<file path="config.mk">
export PLATFORM = sky130hd
export DESIGN_NAME = okts_seq
export DESIGN_NICKNAME = d
export VERILOG_FILES = /design/src/hdl/okts_pkg.sv /design/src/hdl/okts_seq.sv
export SDC_FILE = /design/constraint.sdc
export NUM_CORES = 1
export LEC_CHECK = 0
export ABC_AREA = 1
export BUFFER_PORTS_ARGS = -buffer_cell sky130_fd_sc_hd__buf_2
export CORE_AREA = 5 5 207 189
export DETAILED_ROUTE_END_ITERATION = 10
export DIE_AREA = 0 0 212 194
export HOLD_SLACK_MARGIN = 0.06
export SLEW_MARGIN = 20
export SYNTH_ARGS = -nofsm -noshare
export SYNTH_HDL_FRONTEND = slang
export SYNTH_SLANG_ARGS = --single-unit
</file>
<file path="constraint.sdc">
create_clock -name clock -period 7.7 [get_ports clock]
set_input_delay 1.54 -clock clock [delete_from_list [all_inputs] [get_ports clock]]
set_output_delay 1.54 -clock clock [all_outputs]
set_load 0.02 [all_outputs]
</file>
<file path="src/hdl/okts_pkg.sv">
// ----------------------------------------------------------------------------
// okts_pkg: shared types and constants of the ordered key table
// Capacity, index widths, command and status codes, and transaction structs.
// ----------------------------------------------------------------------------
package okts_pkg;

   localparam int CAPACITY = 256;
   localparam int IDX_W    = (CAPACITY > 1) ? $clog2(CAPACITY) : 1;
   localparam int CNT_W    = $clog2(CAPACITY + 1);

   localparam logic [1:0] CMD_INSERT = 2'd0;
   localparam logic [1:0] CMD_DELETE = 2'd1;
   localparam logic [1:0] CMD_FIND   = 2'd2;
   localparam logic [1:0] CMD_SUCC   = 2'd3;

   localparam logic [1:0] ST_OK     = 2'd0;
   localparam logic [1:0] ST_DUP    = 2'd1;
   localparam logic [1:0] ST_ABSENT = 2'd2;
   localparam logic [1:0] ST_FULL   = 2'd3;

   typedef struct packed {
      logic [1:0]  cmd;
      logic [31:0] lookup_key;
      logic [31:0] record_in;
   } req_type;

   typedef struct packed {
      logic [1:0]  status;
      logic [31:0] record_out;
   } rsp_type;

   typedef struct packed {
      logic [31:0] key;
      logic [31:0] record;
   } entry_type;

   typedef struct packed {
      logic [IDX_W-1:0] rd_addr;
      logic             wr_en;
      logic [IDX_W-1:0] wr_addr;
      entry_type        wr_data;
   } mem_req_type;

   typedef struct packed {
      logic             busy;
      logic             done;
      logic [CNT_W-1:0] count;
   } seq_stat_type;

endpackage

</file>
<file path="src/hdl/okts_seq.sv">
// ----------------------------------------------------------------------------
// okts_seq: command sequencer
// Binary search with one shared key comparator, then an entry-by-entry
// shift through the memory for insert and delete.
// ----------------------------------------------------------------------------
module okts_seq (
   input  logic                  clock,
   input  logic                  reset,
   input  logic                  start,
   input  okts_pkg::req_type     req_data,
   input  okts_pkg::entry_type   rd_data,
   output okts_pkg::mem_req_type mem_req,
   output okts_pkg::seq_stat_type stat,
   output okts_pkg::rsp_type     result
);

   localparam int CW = okts_pkg::CNT_W;
   localparam int IW = okts_pkg::IDX_W;

   localparam logic [3:0] S_IDLE = 4'd0;
   localparam logic [3:0] S_SRCH = 4'd1;
   localparam logic [3:0] S_SCMP = 4'd2;
   localparam logic [3:0] S_HIT  = 4'd3;
   localparam logic [3:0] S_DEC  = 4'd4;
   localparam logic [3:0] S_WRAP = 4'd5;
   localparam logic [3:0] S_SHR  = 4'd6;
   localparam logic [3:0] S_SHW  = 4'd7;
   localparam logic [3:0] S_DONE = 4'd8;

   localparam logic [CW-1:0] FULL_COUNT = CW'(okts_pkg::CAPACITY);
   localparam logic [CW-1:0] ONE        = CW'(1);

   logic [3:0]        state_ff, state_in;
   logic [CW-1:0]     count_ff, count_in;
   logic [CW-1:0]     lo_ff, lo_in;
   logic [CW-1:0]     hi_ff, hi_in;
   logic [CW-1:0]     mid_ff, mid_in;
   logic [CW-1:0]     idx_ff, idx_in;
   logic              hit_ff, hit_in;
   logic [31:0]       found_ff, found_in;
   okts_pkg::req_type cur_ff, cur_in;
   okts_pkg::rsp_type res_ff, res_in;

   logic [CW-1:0] mid;
   logic [CW-1:0] idx_dec;
   logic [CW-1:0] idx_inc;
   logic          key_lt;
   logic          key_eq;

   // the one comparator: stored key read back against the key asked for
   assign key_lt  = rd_data.key < cur_ff.lookup_key;
   assign key_eq  = rd_data.key == cur_ff.lookup_key;
   assign mid     = lo_ff + ((hi_ff - lo_ff) >> 1);
   assign idx_dec = idx_ff - ONE;
   assign idx_inc = idx_ff + ONE;

   always_comb begin
      state_in = state_ff;
      count_in = count_ff;
      lo_in    = lo_ff;
      hi_in    = hi_ff;
      mid_in   = mid_ff;
      idx_in   = idx_ff;
      hit_in   = hit_ff;
      found_in = found_ff;
      cur_in   = cur_ff;
      res_in   = res_ff;
      mem_req  = '0;

      unique case (state_ff)
         S_IDLE: begin
            if (start) begin
               cur_in   = req_data;
               lo_in    = '0;
               hi_in    = count_ff;
               state_in = S_SRCH;
            end
         end
         S_SRCH: begin
            if (lo_ff < hi_ff) begin
               mem_req.rd_addr = mid[IW-1:0];
               mid_in          = mid;
               state_in        = S_SCMP;
            end else if (lo_ff < count_ff) begin
               mem_req.rd_addr = lo_ff[IW-1:0];
               state_in        = S_HIT;
            end else begin
               hit_in   = 1'b0;
               state_in = S_DEC;
            end
         end
         S_SCMP: begin
            if (key_lt) begin
               lo_in = mid_ff + ONE;
            end else begin
               hi_in = mid_ff;
            end
            state_in = S_SRCH;
         end
         S_HIT: begin
            hit_in   = key_eq;
            found_in = rd_data.record;
            state_in = S_DEC;
         end
         S_DEC: begin
            res_in.record_out = '0;
            res_in.status     = okts_pkg::ST_OK;
            state_in          = S_DONE;
            unique case (cur_ff.cmd)
               okts_pkg::CMD_INSERT: begin
                  if (hit_ff) begin
                     res_in.status = okts_pkg::ST_DUP;
                  end else if (count_ff == FULL_COUNT) begin
                     res_in.status = okts_pkg::ST_FULL;
                  end else begin
                     idx_in   = count_ff;
                     state_in = S_SHR;
                  end
               end
               okts_pkg::CMD_DELETE: begin
                  if (!hit_ff) begin
                     res_in.status = okts_pkg::ST_ABSENT;
                  end else begin
                     idx_in   = lo_ff;
                     state_in = S_SHR;
                  end
               end
               okts_pkg::CMD_FIND: begin
                  if (hit_ff) begin
                     res_in.record_out = found_ff;
                  end else begin
                     res_in.status = okts_pkg::ST_ABSENT;
                  end
               end
               okts_pkg::CMD_SUCC: begin
                  if (count_ff == '0) begin
                     res_in.status = okts_pkg::ST_ABSENT;
                  end else if (lo_ff < count_ff) begin
                     res_in.record_out = found_ff;
                  end else begin
                     // past the largest key: wrap to the first entry
                     mem_req.rd_addr = '0;
                     state_in        = S_WRAP;
                  end
               end
               default: ;
            endcase
         end
         S_WRAP: begin
            res_in.record_out = rd_data.record;
            state_in          = S_DONE;
         end
         S_SHR: begin
            if (cur_ff.cmd == okts_pkg::CMD_INSERT) begin
               if (idx_ff > lo_ff) begin
                  mem_req.rd_addr = idx_dec[IW-1:0];
                  state_in        = S_SHW;
               end else begin
                  mem_req.wr_en          = 1'b1;
                  mem_req.wr_addr        = lo_ff[IW-1:0];
                  mem_req.wr_data.key    = cur_ff.lookup_key;
                  mem_req.wr_data.record = cur_ff.record_in;
                  count_in               = count_ff + ONE;
                  state_in               = S_DONE;
               end
            end else begin
               if (idx_inc < count_ff) begin
                  mem_req.rd_addr = idx_inc[IW-1:0];
                  state_in        = S_SHW;
               end else begin
                  count_in = count_ff - ONE;
                  state_in = S_DONE;
               end
            end
         end
         S_SHW: begin
            mem_req.wr_en   = 1'b1;
            mem_req.wr_addr = idx_ff[IW-1:0];
            mem_req.wr_data = rd_data;
            idx_in          = (cur_ff.cmd == okts_pkg::CMD_INSERT) ? idx_dec : idx_inc;
            state_in        = S_SHR;
         end
         S_DONE: begin
            state_in = S_IDLE;
         end
         default: begin
            state_in = S_IDLE;
         end
      endcase
   end

   always_ff @(posedge clock) begin
      if (reset) begin
         state_ff <= S_IDLE;
         count_ff <= '0;
      end else begin
         state_ff <= state_in;
         count_ff <= count_in;
      end
      lo_ff    <= lo_in;
      hi_ff    <= hi_in;
      mid_ff   <= mid_in;
      idx_ff   <= idx_in;
      hit_ff   <= hit_in;
      found_ff <= found_in;
      cur_ff   <= cur_in;
      res_ff   <= res_in;
   end

   assign stat.busy  = state_ff != S_IDLE;
   assign stat.done  = state_ff == S_DONE;
   assign stat.count = count_ff;
   assign result     = res_ff;

endmodule

</file>
## Word level (Yosys, flattened, before mapping)

Cells that the tools add are included.

- $add $sub $neg: 7
- $mul: 0
- Div/mod/pow operators: 0
- Magnitude comparators: 5
- Eq/ne operators: 24
- Shift-type cells: 0
- Muxes and demuxes: 50
- Bitwise logic cells: 0
- Reductions and logical operators: 16

Operators by type and width:

| operator | count |
|---|---|
| 2-to-1 mux 73 bit | 2 |
| case mux 73 bit (2 select lines) | 1 |
| case mux 32 bit (2 select lines) | 2 |
| 2-to-1 mux 9 bit | 11 |
| 2-to-1 mux 32 bit | 3 |
| case mux 9 bit (2 select lines) | 4 |
| 2-to-1 mux 4 bit | 10 |
| 2-to-1 mux 8 bit | 5 |
| == test 32 bit | 1 |
| < comparator 32 bit | 1 |
| case mux 4 bit (8 select lines) | 1 |
| adder 9 x 1 -> 9 bit, second input constant | 3 |
| < comparator 9 bit | 3 |
| subtractor 9 x 1 -> 9 bit, second input constant | 2 |
| == test 4 x 3 -> 1 bit, second input constant | 4 |
| case mux 8 bit (2 select lines) | 1 |
| != test 2 bit, second input constant | 7 |
| case mux 4 bit (3 select lines) | 1 |
| AND reduction 3 bit | 4 |
| adder 9 x 8 -> 9 bit | 1 |
| == test 9 bit, second input constant | 1 |
| > comparator 9 bit | 1 |
| logical NOT 9 bit | 1 |
| != test 3 bit, second input constant | 3 |
| 19 further kinds | 29 |

- Register bits: 182
- Latch bits: 0
- Memory bits (writable): 0
- ROM bits: 0
- Bits of input ports: 133
- Output and inout bits: 126
- Word-level logic and storage cells: 115
- Memories: 0

## Logic depth before layout (Yosys ltp)

Gate-level depths: netlist of run 1.

- Depth after elaboration: 5
- Mapped depth: 19
- Depth with buffers taken out: 19

## Worst setup path after synthesis of run 1

Ideal clock, no wire load.

- Kind: input to register
- Start: in start
- End: reg cur_ff[0] (netlist name), enable pin
- Library setup time: 0.491 ns
- Arrival time: 4.331 ns
- Data required time: 7.209 ns
- Setup slack: 2.878 ns
- Stages on the path: 2
- Path through: inv_1 > nor2_1

- Word-level cells in the longest chain between the ends: 1

RTL lines:

| what | RTL line | text |
|---|---|---|
| from (decl) | okts_seq.sv:9 | `input logic start,` |
| AND reduction 2 bit (no source line) | - |  |
| to (signal assigned) | okts_seq.sv:206 | `cur_ff <= cur_in;` |
| to (decl) | okts_seq.sv:41 | `okts_pkg::req_type cur_ff, cur_in;` |

No other way between the ends.
A chain may end at the register's enable or synchronous reset.

==> flow_summary.ini, run 1 <==
[clocking]
cts.reportedPaths.clkPinSlew_ns = 0.08
cts_root_buf = clkbuf_16
clock_latency_ns = 0.44
h-tree-depth = 4
cts_buffers = 17
cts_setup_buffers = 0
clockBufferDepth = 2
cts.sinks = 182
postCtsHoldBufs = 0
cts_resized = 0
cts_tree = yes

[min_path]
holdPathEnd = state_ff[0]
worstHoldStart = state_ff[3]
hold_path_depth = 3
hold_class = register to register

[timing]
finClkSkew_ns = 0.0198
hold_ws_ns = 0.557
tightest_slew_ns = 1.04
report.final.slew_viol_count = 0
slew-limit-headroom = 0.306
tns_ns = 0
rsz0062_at_grt = no
max_freq_mhz = 183
min_period_over_period = 0.708
hold_violations = 0
setup_violations = 0
post-route-min-period_ns = 5.45

[critical_path]
r2r_end = mid_ff[8]
rr_worst_depth = 17
critical_path_class = register to output port
r2r_start = lo_ff[0]
worstSetupStartpointType = register
reg2reg_slack_ns = 4.45
cp_max_fo = 5
endpoint_kind = output port
cp.arrival_ns = 3.91
critPathRequiredTime_ns = 6.16

[global_route]
track_usage = 0.157
antenna_found_initial = 3
grt_overflow = 0
grt_pass1_vias = 9017
grt_pass1_wl_um = 50700
grt_max_degree = 74

[routing]
top_layer = met5
route.met2.wl_um = 15200
antenna_left = 0
drt_iter0_markers = 651
routed_wl_um = 33000
via_count = 9257
wl_met1_um = 14900
vias_per_cell = 4.82
drc = 0
dr.pass1.iters = 5
met3_length_um = 2160
wire_per_inst_um = 17.2

[power_and_ir_drop]
total_leakage_power_uw = 0.00618
p_per_area_nw_per_um2 = 375
seq_power_share = 0.333
comb_power_share = 0.486
power.share.clock = 0.181
max-vdd-ir-drop_mv = 0.215
internal_power_uw = 2710
switching_power_uw = 2250
switching_share = 0.453

[final_layout]
finalNonFillerCells = 1922
fin_area_um2 = 13200
multiInputGateArea_um2 = 4570
seq_area_um2 = 5340
nets = 1649
area_growth_pct = 21.8
fillers = 3787
utilization = 0.359
drive_gt1_frac = 0.224

[run_status]
outcome = completed

[yosys]
synth-edff-count = 169
synth_nets = 1401
yosys_warnings = 0
syn_area_um2 = 10800
syn_inst = 1176
synth.avg_cell_area_um2 = 9.21
synth_ff_type = edfxtp_1
ys_seq_area_frac = 0.492
async_flop_share = 0
synth-seq-cells = 182
yosysUniqueCellTypes = 45

[placed_design]
dpl_cell_area_um2 = 12600
place_congestion = 0.923
portBuffers = 258
hpwl_um = 25400
dp_cells = 1888

[floorplan]
die_h_um = 194
ioPinCount = 259
dieArea_um2 = 41100
fp-row-count = 67
placeableCoreArea_um2 = 36800
start_util = 0.294
die-width_um = 212

[run]
cap_violations = 0
[layout make-up]
| cell class | count | area share |
|---|---|---|
| inverter | 200 | 0.0569 |
| tap | 483 | 0.0458 |
| timing repair buffer | 263 | 0.101 |
| clock inverter | 14 | 0.0135 |
| sequential | 182 | 0.404 |
| clock buffer | 18 | 0.0325 |
| multi-input combinational | 760 | 0.346 |
| antenna | 2 | 0.000379 |
[state kept, by name (all words and copies together) (netlist names), 4 cells and up]
| name | cells |
|---|---|
| cur_ff | 66 |
| result | 34 |
| found_ff | 32 |
| count_ff | 9 |
| hi_ff | 9 |
| idx_ff | 9 |
| lo_ff | 9 |
| mid_ff | 9 |
| state_ff | 4 |
[per-stage QoR]
step | worst slack, ns | power [uW]
after floorplan | 2.88 | 3290
after global placement | 2.78 | 4020
after detailed placement | 2.82 | 4040
after CTS | 2.30 | 4960
after global routing | 1.98 | 5310
final | 2.25 | 4950
[placed cells by master, fill, tap and decap left out, types with 4 or more instances in the layout]
| cell | netlist | routed |
|---|---|---|
| nor3_1 | 7 | 7 |
| o21ai_1 | 29 | 30 |
| o22ai_1 | 48 | 48 |
| dfxtp_1 | 13 | 13 |
| xor2_1 | 20 | 20 |
| clkbuf_16 | 0 | 17 |
| clkinv_8 | 0 | 6 |
| nor2_4 | 1 | 5 |
| nand3_2 | 4 | 4 |
| buf_2 | 13 | 258 |
| xnor2_1 | 8 | 8 |
| a21o_1 | 5 | 5 |
| o21ai_0 | 78 | 77 |
| inv_1 | 196 | 196 |
| buf_4 | 1 | 5 |
| nand2_1 | 201 | 200 |
| nand4_1 | 13 | 13 |
| a21oi_1 | 59 | 59 |
| a31oi_1 | 6 | 6 |
| a211oi_1 | 5 | 5 |
| ha_1 | 89 | 89 |
| nor2_1 | 75 | 72 |
| o211ai_1 | 6 | 6 |
| edfxtp_1 | 169 | 169 |
| nand2_4 | 5 | 6 |
| nand3_1 | 76 | 76 |
| inv_6 | 0 | 4 |
[worst max path at each step]
| stage | from | cells past startpoint | to | slack [ns] |
|---|---|---|---|---|
| 6_report | lo_ff[3] | 20 | mem_req[80] | 2.25 |
| 5_1_grt | lo_ff[3] | 20 | mem_req[80] | 1.98 |
| 4_1_cts | lo_ff[4] | 20 | mem_req[80] | 2.30 |
| 3_5_place_dp | lo_ff[4] | 20 | mem_req[80] | 2.82 |
| 3_3_place_gp | lo_ff[3] | 20 | mem_req[80] | 2.78 |
| 2_1_floorplan | start | 2 | cur_ff[0] | 2.88 |
[synth_stat cells, drive strengths merged, types with 5 or more instances]
master / number / area [um2]
xnor2: 8 / 70.1
ha: 89 / 1110
inv: 199 / 747
o21ai: 108 / 544
xor2: 20 / 175
nor3: 9 / 61.3
nand2: 207 / 817
a31oi: 6 / 37.5
dfxtp: 13 / 260
nor2: 78 / 305
a21oi: 60 / 304
buf: 23 / 174
a211oi: 5 / 37.5
o211ai: 7 / 57.6
clkbuf: 11 / 41.3
nand3: 81 / 438
o22ai: 48 / 300
nand4: 13 / 81.3
a21o: 5 / 37.5
edfxtp: 169 / 5070
[power by group through the flow]
stage               Combinational (uW)  Sequential, uW  Clock [uW]
floorplan                         1610            1680           0
global placement                  2360            1660           0
detailed placement                2370            1670           0
CTS                               2390            1650         918
global route                      2680            1680         959
finish                            2410            1650         894
[metal layers]
metal,GRT usage,vias up
met3,0.0327,45
met2,0.252,330
li1,-,4527
met5,0,-
met4,0.0501,2
met1,0.212,4353
[critical path, cell delays in order (launching register included)]
cell      delay (ns)
edfxtp_1        0.52
inv_1           0.22
ha_1            0.41
nand2_1         0.12
inv_1           0.04
nand2_1         0.05
nand2_1         0.06
a21oi_1         0.20
nor2_1          0.07
nor2_1          0.12
xor2_1          0.26
ha_1            0.34
a21oi_1         0.15
o21a_1          0.13
nand2_1         0.07
xor2_1          0.25
nand2_1         0.09
nand2_1         0.06
nand2_1         0.04
nand2_1         0.09
buf_2           0.17
[cell families (layout without fill, tap and decap cells)]
kind of cell             Yosys count  after routing  share of synthesized area
AND/OR/NAND/NOR                  395            395                      0.162
other                              0              2                          0
AO/OA/AOI/OAI                    245            245                      0.126
adder cells (fa/ha/maj)           92             92                      0.108
flip-flops                       182            182                      0.492
XOR/XNOR                          28             28                     0.0226
buffers and inverters            234            495                     0.0892
Note: power is estimated with default switching activity, not from simulation.
==> run 2, diff against run 1 <==
clock period = 4.8 ns   (was 7.7 ns; I/O delays follow)
==> run 2 against run 1 <==
Routed wire length increased by 0.62%; largest power group unchanged; register-to-register slack got worse by 3.0 ns; sequential share of layout area shrank 0.23 points; final cell count up 0.57%; die area unchanged; critical endpoint is now mem_req[73]; non-clock buffer count rose by 9; flip-flop and latch count unchanged; core utilization increased by 0.21 points; hold slack worse by 0.0026 ns.
==> flow_summary.ini, run 2 (synthesized netlist as in run 1, its figures left out) <==
[final_layout]
largest_register_ffs = 66
layout_common_cells = buf_2 (258), nand2_1 (200), inv_1 (196), edfxtp_1 (169), ha_1 (89)
drive_gt1_frac = 0.230
fillers = 3725
layout_commonest_cell = buf_2
top_register = cur_ff
seq_area_um2 = 5340
finalNonFillerCells = 1933
area_growth_pct = 22.5
nets = 1658
multiInputGateArea_um2 = 4560
fin_area_um2 = 13300

[timing]
hold_violations = 0
setup_violations = 0
min_period_over_period = 0.936
report.final.slew_viol_count = 0
tns_ns = 0
post-route-min-period_ns = 4.49
max_freq_mhz = 223
rsz0062_at_grt = no
tightest_slew_ns = 1.01
finClkSkew_ns = 0.0149
slew-limit-headroom = 0.319

[clocking]
postCtsHoldBufs = 0
clock_latency_ns = 0.46
cts_tree = yes
cts.reportedPaths.clkPinSlew_ns = 0.07
cts_root_buf = clkbuf_16
cts_setup_buffers = 0
clockBufferDepth = 2
cts_resized = 0
cts_buffers = 17
cts.sinks = 182
h-tree-depth = 4

[floorplan]
dieArea_um2 = 41100
ioPinCount = 259
start_util = 0.294
die-width_um = 212
die_h_um = 194
fp-row-count = 67
placeableCoreArea_um2 = 36800

[placed_design]
dp_cells = 1896
portBuffers = 258
place_congestion = 0.952
dpl_cell_area_um2 = 12600
hpwl_um = 25000

[routing]
drt_iter0_markers = 690
drc = 0
routed_wl_um = 33200
antenna_left = 0
via_count = 9288
vias_per_cell = 4.80
dr.pass1.iters = 5
wire_per_inst_um = 17.2

[run_status]
outcome = completed

[critical_path]
worstSetupStartpointType = register
cp.arrival_ns = 3.53
reg2reg_slack_ns = 1.46
critical_path_class = register to output port
cp_max_fo = 8
endpoint_kind = output port
critPathRequiredTime_ns = 3.84

[global_route]
antenna_found_initial = 6
grt_max_degree = 67
grt_pass1_wl_um = 50900
grt_pass1_vias = 9129
grt_overflow = 0
track_usage = 0.159

[run]
cap_violations = 0

[power_and_ir_drop]
power_uw = 7920
max-vdd-ir-drop_mv = 0.369
total_leakage_power_uw = 0.00621
p_per_area_nw_per_um2 = 597

[min_path]
hold_class = register to register
-- run 2: changes by cell type in the layout (fill, tap and decap cells not counted), sizes merged --
cell and change:
clkinv -4, diode +2, inv +4, clkbuf -1, clkinvlp +1, buf +9
-- run 2: power by group --
group | internal [uW] | switching (uW) | total [uW]
Combinational | 1250 | 2580 | 3820
Sequential | 2410 | 234 | 2650
Clock | 708 | 741 | 1450
-- run 2: path summary, 6_finish.rpt --
check / start / to / cells past startpoint
min: found_ff[29] / result[29] / 2
min reg2reg: found_ff[29] / result[29] / 2
max: idx_ff[0] / mem_req[73] / 14
max reg2reg: lo_ff[0] / mid_ff[8] / 17
-- run 2: per-layer routing --
| metal | track usage | wire length (um) |
|---|---|---|
| met1 | 0.213 | 14700 |
| met2 | 0.252 | 15300 |
| met3 | 0.0345 | 2420 |
| met4 | 0.0615 | 826 |
| met5 | 0 | 27 |
-- run 2: layout make-up --
| class | count | share of cell area |
|---|---|---|
| timing repair buffer | 272 | 0.107 |
| clock buffer | 17 | 0.0320 |
| antenna | 4 | 0.000754 |
| tap | 483 | 0.0455 |
| clock inverter | 15 | 0.0128 |
| sequential | 182 | 0.402 |
| inverter | 200 | 0.0566 |
| multi-input combinational | 760 | 0.344 |
-- run 2: stage by stage --
| stage | hold slack (ns) | setup WS [ns] | util |
|---|---|---|---|
| 2_1_floorplan | 0.513 | 0.558 | - |
| 3_3_place_gp | 0.529 | 0.909 | 0.344 |
| 3_5_place_dp | 0.538 | 0.821 | 0.344 |
| 4_1_cts | 0.556 | 0.286 | 0.360 |
| 5_1_grt | 0.586 | 0.0127 | 0.361 |
| 6_report | 0.554 | 0.306 | 0.361 |
-- run 2: critical path, stage by stage, from the launching register on --
cell	delay [ns]
edfxtp_1	0.45
ha_1	0.26
nand3_2	0.11
nor2_1	0.15
nand3_1	0.11
nor2_1	0.13
xor2_1	0.22
ha_1	0.28
a21o_1	0.18
nor2_1	0.12
nand3_2	0.19
nand2_2	0.15
nand3_1	0.16
o22ai_1	0.33
buf_2	0.23
